**src/sv/nvbb_pkg.sv**
```systemverilog
// ----------------------------------------------------------------------------
// nvbb_pkg
// Shared constants, types and helper functions of the noise volume box blur.
// ----------------------------------------------------------------------------
package nvbb_pkg;

   // Volume geometry.
   localparam int EDGE    = 32;
   localparam int COORD_W = $clog2(EDGE);
   localparam int VOXELS  = EDGE * EDGE * EDGE;
   localparam int ADDR_W  = $clog2(VOXELS);

   // Widths of the channel fields.
   localparam int IN_COORD_W = 5;
   localparam int VOXEL_W    = 8;
   localparam int CSR_IDX_W  = 1;
   localparam int CSR_DATA_W = 32;

   // Generator constants.
   localparam logic [31:0] LCG_MUL    = 32'd1664525;
   localparam logic [31:0] LCG_ADD    = 32'd1013904223;
   localparam logic [31:0] SEED_RESET = 32'd1337;
   localparam logic [1:0]  PASS_RESET = 2'd2;

   // Sum of 27 bytes and its division by 27 as a reciprocal multiply.
   // 9710 / 2^18 is exact for every sum up to 27 * 255.
   localparam int          SUM_W       = $clog2(27 * 255 + 1);
   localparam int          DIV_MUL_W   = 14;
   localparam logic [DIV_MUL_W-1:0] DIV27_MUL = 14'd9710;
   localparam int          DIV27_SHIFT = 18;
   localparam int          PROD_W      = SUM_W + DIV_MUL_W;

   // Register indexes of the configuration port.
   localparam logic [CSR_IDX_W-1:0] CSR_NOISE_SEED = 1'b0;
   localparam logic [CSR_IDX_W-1:0] CSR_PASS_COUNT = 1'b1;

   // Tap positions along one axis.
   localparam logic [1:0] TAP_LOW  = 2'd0;
   localparam logic [1:0] TAP_MID  = 2'd1;
   localparam logic [1:0] TAP_HIGH = 2'd2;

   typedef struct packed {
      logic accept;
      logic start_gen;
      logic fill_step;
      logic tap_issue;
      logic divide;
      logic write_back;
      logic capture_rd;
      logic load_rsp;
   } cmd_type;

   typedef struct packed {
      logic last_voxel;
      logic last_tap;
      logic no_pass;
      logic last_pass;
   } status_type;

   // Neighbour coordinate with wraparound at the volume edges.
   function automatic logic [COORD_W-1:0] wrap_coord(input logic [COORD_W-1:0] c,
                                                     input logic [1:0] t);
      logic [COORD_W-1:0] r;
      r = c;
      if (t == TAP_LOW) begin
         r = (c == '0) ? COORD_W'(EDGE - 1) : c - COORD_W'(1);
      end else if (t == TAP_HIGH) begin
         r = (c == COORD_W'(EDGE - 1)) ? '0 : c + COORD_W'(1);
      end
      return r;
   endfunction

   // Linear voxel address with x running fastest.
   function automatic logic [ADDR_W-1:0] vox_addr(input logic [COORD_W-1:0] x,
                                                  input logic [COORD_W-1:0] y,
                                                  input logic [COORD_W-1:0] z);
      return ADDR_W'(z) * ADDR_W'(EDGE * EDGE) + ADDR_W'(y) * ADDR_W'(EDGE)
             + ADDR_W'(x);
   endfunction

endpackage

```
**src/sv/nvbb_ctrl.sv**
```systemverilog
// ----------------------------------------------------------------------------
// nvbb_ctrl
// Sequencer of the noise volume box blur: steps the fill, the per-voxel tap
// sweep, the division and write-back and the read capture, and owns the response valid flag.
// ----------------------------------------------------------------------------
module nvbb_ctrl (
   input  logic                 clock,
   input  logic                 reset,
   input  logic                 req_valid,
   input  logic                 req_mode,
   output logic                 req_ready,
   output logic                 rsp_valid,
   input  logic                 rsp_ready,
   input  nvbb_pkg::status_type status,
   output nvbb_pkg::cmd_type    cmd
);

   localparam logic [2:0] ST_IDLE    = 3'd0;
   localparam logic [2:0] ST_FILL    = 3'd1;
   localparam logic [2:0] ST_TAP     = 3'd2;
   localparam logic [2:0] ST_TAIL    = 3'd3;
   localparam logic [2:0] ST_DIV     = 3'd4;
   localparam logic [2:0] ST_WB      = 3'd5;
   localparam logic [2:0] ST_RD_WAIT = 3'd6;
   localparam logic [2:0] ST_DONE    = 3'd7;

   logic [2:0] state_ff, state_in;
   logic       rsp_valid_ff, rsp_valid_in;
   logic       out_free;

   assign req_ready = (state_ff == ST_IDLE);
   assign rsp_valid = rsp_valid_ff;
   assign out_free  = !rsp_valid_ff || rsp_ready;

   always_comb begin
      cmd      = '0;
      state_in = state_ff;
      unique case (state_ff)
         ST_IDLE: begin
            if (req_valid) begin
               cmd.accept    = 1'b1;
               cmd.start_gen = !req_mode;
               state_in      = req_mode ? ST_RD_WAIT : ST_FILL;
            end
         end
         ST_FILL: begin
            cmd.fill_step = 1'b1;
            if (status.last_voxel) begin
               state_in = status.no_pass ? ST_DONE : ST_TAP;
            end
         end
         ST_TAP: begin
            cmd.tap_issue = 1'b1;
            if (status.last_tap) begin
               state_in = ST_TAIL;
            end
         end
         ST_TAIL: begin
            // The last tap's byte lands in the accumulator here.
            state_in = ST_DIV;
         end
         ST_DIV: begin
            cmd.divide = 1'b1;
            state_in   = ST_WB;
         end
         ST_WB: begin
            cmd.write_back = 1'b1;
            if (status.last_voxel && status.last_pass) begin
               state_in = ST_DONE;
            end else begin
               state_in = ST_TAP;
            end
         end
         ST_RD_WAIT: begin
            cmd.capture_rd = 1'b1;
            state_in       = ST_DONE;
         end
         ST_DONE: begin
            if (out_free) begin
               cmd.load_rsp = 1'b1;
               state_in     = ST_IDLE;
            end
         end
         default: begin
            state_in = ST_IDLE;
         end
      endcase
   end

   always_comb begin
      rsp_valid_in = rsp_valid_ff;
      if (cmd.load_rsp) begin
         rsp_valid_in = 1'b1;
      end else if (rsp_ready) begin
         rsp_valid_in = 1'b0;
      end
   end

   always_ff @(posedge clock) begin
      if (reset) begin
         state_ff     <= ST_IDLE;
         rsp_valid_ff <= 1'b0;
      end else begin
         state_ff     <= state_in;
         rsp_valid_ff <= rsp_valid_in;
      end
   end

endmodule

```
**config.mk**
```make
export PLATFORM = sky130hd
export DESIGN_NAME = nvbb_ctrl
export DESIGN_NICKNAME = d
export VERILOG_FILES = /design/src/sv/nvbb_pkg.sv /design/src/sv/nvbb_ctrl.sv
export SDC_FILE = /design/constraint.sdc
export NUM_CORES = 1
export LEC_CHECK = 0
export BUFFER_PORTS_ARGS = -buffer_cell sky130_fd_sc_hd__buf_2
export CAP_MARGIN = 10
export CORE_AREA = 2 2 39 41
export DETAILED_ROUTE_END_ITERATION = 7
export DIE_AREA = 0 0 41 43
export HOLD_SLACK_MARGIN = 0.15
export RECOVER_POWER = 25
export SETUP_SLACK_MARGIN = 0.1
export SYNTH_ARGS = -nofsm -noshare
export SYNTH_HDL_FRONTEND = slang
export SYNTH_SLANG_ARGS = --single-unit
```
**constraint.sdc**
```tcl
create_clock -name clock -period 1.2 [get_ports clock]
set_input_delay 0.12 -clock clock [delete_from_list [all_inputs] [get_ports clock]]
set_output_delay 0.12 -clock clock [all_outputs]
set_load 0.01 [all_outputs]
```
==> results.cfg <==
[drt]
drc = 0
ant_nets = 0
drt_iter0_drc = 2
num_vias = 448
drt_wl_total_um = 1290
vias_per_cell = 4.87
wl_per_cell_um = 14.0
dr.pass1.iters = 2

[final_layout]
final_common_cell = buf_2
nFillCells = 126
drive_gt1_share_pct = 71.1
n_antenna_cell = 0
area_growth_pct = 85.3
mostFrequentLayoutCells = 14 x buf_2, 12 x buf_6, 6 x buf_4
fin_cells = 92
nNetsFinal = 87
design_area_sq_um = 723

[timing]
worstMarginPinSlew_ps = 280
hold_viol = 0
fin_skew_ps = 7.64
rsz0062_at_grt = yes
relSlewSlack_pct = 81.3
finalMaxSlewViolations = 0
finalSetupViolations = 8
fin_ws_ps = -140
min_period_over_period_pct = 112
fin_crit_ps = 1340
max_freq_ghz = 0.746

[clocking]
tritoncts = yes
cts_root_buf = clkbuf_4
clkTransAtPathRegs_ps = 40
ctsLongestPathBuffers = 2
clk_latency_ps = 240
cts_max_level = 1
clock-sinks = 4
numCtsBuffers = 3

[die]
die_y_um = 43
io_pins = 19
initial_core_util_pct = 28.2
rows = 14
core_sq_um = 1380
die-area_sq_um = 1760
die_w_um = 41

[synth]
synth_warnings = 0
synth_nets = 53
seq_area_frac_synth_pct = 20.5
synth_adder_area_share_pct = 0
synth_cell_types = 24
syn-cell-area_sq_um = 390
synth-simple-area-share_pct = 40.1
ys_ff_latch = 4
synth_compound_area_share_pct = 23.4
syn-instance-count = 44
synth_xor_area_share_pct = 0
muxShareOfSynthArea_pct = 2.56
synth_area_per_cell_sq_um = 8.87
synth_top_family_by_area = simple AND/OR/NAND/NOR gates

[outcome]
outcome = finished, violations left
violations = setup timing

[power_and_ir_drop]
ir_drop_uv = 1040
p_per_area_nw_per_um2 = 2550
p_leak_nw = 0.331

[placed_design]
port_buffers = 18
dp.cells = 78
dp_hpwl_um = 695
place_area_sq_um = 507
place_ws_ps = -56.9
globalplace.congestion = 0.662

[global_route]
grt-ovfl-total = 0
use_met1_pct = 16.3
busiest_layer = met2
grt_pass1_vias = 415
use_met3_pct = 9.42
track_usage_pct = 14.9
antenna_found_initial = 0
grt_pass1_wl_um = 1730
gr-usage-met2_pct = 24.1
grt_max_degree = 8

[job]
drv_cap = 0

[worst_setup_path]
reg2regPathDepth = 4
start_kind = register
crit_chain = nor3_4, and2_4, nor2b_4, buf_6
arrival_ps = 1220
critical_path_class = register to output pin
critical_path_required_ps = 1080
cpPeakStageDelay_ps = 360
end_kind = output pin
crit_slowest_cell = dfxtp_4
cp_max_fo = 4

[hold_path]
hold_path_depth = 4
min_path_type = input pin to register
-- repair_timing --
action                                 4_1_cts  5_1_grt
hold buffers                                 1        0
resized for setup                           20        9
setup endpoints to repair                   13       12
setup buffers                                9        4
endpoints found under the hold margin        3        0
gates cloned                                 0        0
pin swaps                                    9       10
-- stage by stage --
step	total power [mW]	util [%]	TNS, ps	hold slack, ps
after floorplan	0.897	-	0	192
after global placement	1.08	36.6	-12.9	354
after detailed placement	1.08	36.6	-131	350
after CTS	1.67	49.5	-471	176
after global routing	1.95	52.3	-717	223
final	1.84	52.3	-374	210
-- logic make-up after synthesis --
| logic type | count (synthesis) |
|---|---|
| simple gates | 23 |
| compound gates | 10 |
| buf+inv | 6 |
| flops | 4 |
| mux | 1 |
-- report_power, final --
group	internal [mW]	switching (mW)
logic	0.782	0.561
clock network	0.112	0.0584
registers	0.215	0.113
-- synthesized netlist by cell type --
master	n	area [sq um]
a21o_2	1	8.76
a311oi_1	3	26.3
and2_1	3	18.8
and3b_1	1	8.76
and3b_2	2	20.0
and4b_1	1	10.0
buf_4	2	15.0
buf_6	3	33.8
dfxtp_1	4	80.1
inv_1	1	3.75
mux2i_1	1	10.0
nand2_1	3	11.3
nand3_1	1	5.00
nand4b_1	1	8.76
nor2_1	3	11.3
nor2b_1	3	18.8
nor3_2	2	20.0
nor3b_1	2	15.0
nor4b_1	1	8.76
o21a_1	2	15.0
o21ai_2	1	8.76
o22ai_1	1	6.26
o311a_1	1	10.0
o32ai_2	1	16.3
-- final timing paths --
check	slack, ps	end	from
worst min register to register	640	state_ff[1]$_SDFFE_PP0P_	state_ff[0]$_SDFFE_PP0P_
worst max-delay path	-140	cmd[6]	state_ff[0]$_SDFFE_PP0P_
worst min-delay path	210	state_ff[1]$_SDFFE_PP0P_	rsp_ready
worst max register to register	-90	state_ff[0]$_SDFFE_PP0P_	state_ff[1]$_SDFFE_PP0P_
-- flip-flops by register name, summed over array words and instances, names as in the netlist --
name	flops
state_ff	3
rsp_valid	1
-- per-layer routing --
layer	vias to the layer above	share of wire, %	wire, um
met4	0	0	0
met2	9	55	713
met3	0	4.3	56
met5	-	0	0
li1	228	-	-
met1	211	40	519
-- worst max-delay path: cells and delay by family, from the launching register on --
kind          cells  cell delay [ps]
simple gates      3              520
flops             1              360
buf+inv           1              100
-- cell type report --
class / instances / area [sq um] / share of cell area, %
tap: 16 / 20.0 / 2.77
timing repair buffer: 34 / 264 / 36.5
clock buffer: 3 / 22.5 / 3.11
inverter: 1 / 3.75 / 0.519
sequential: 4 / 91.3 / 12.6
multi-input combinational: 34 / 322 / 44.5
No activity file was read; power rests on OpenSTA's default activity.
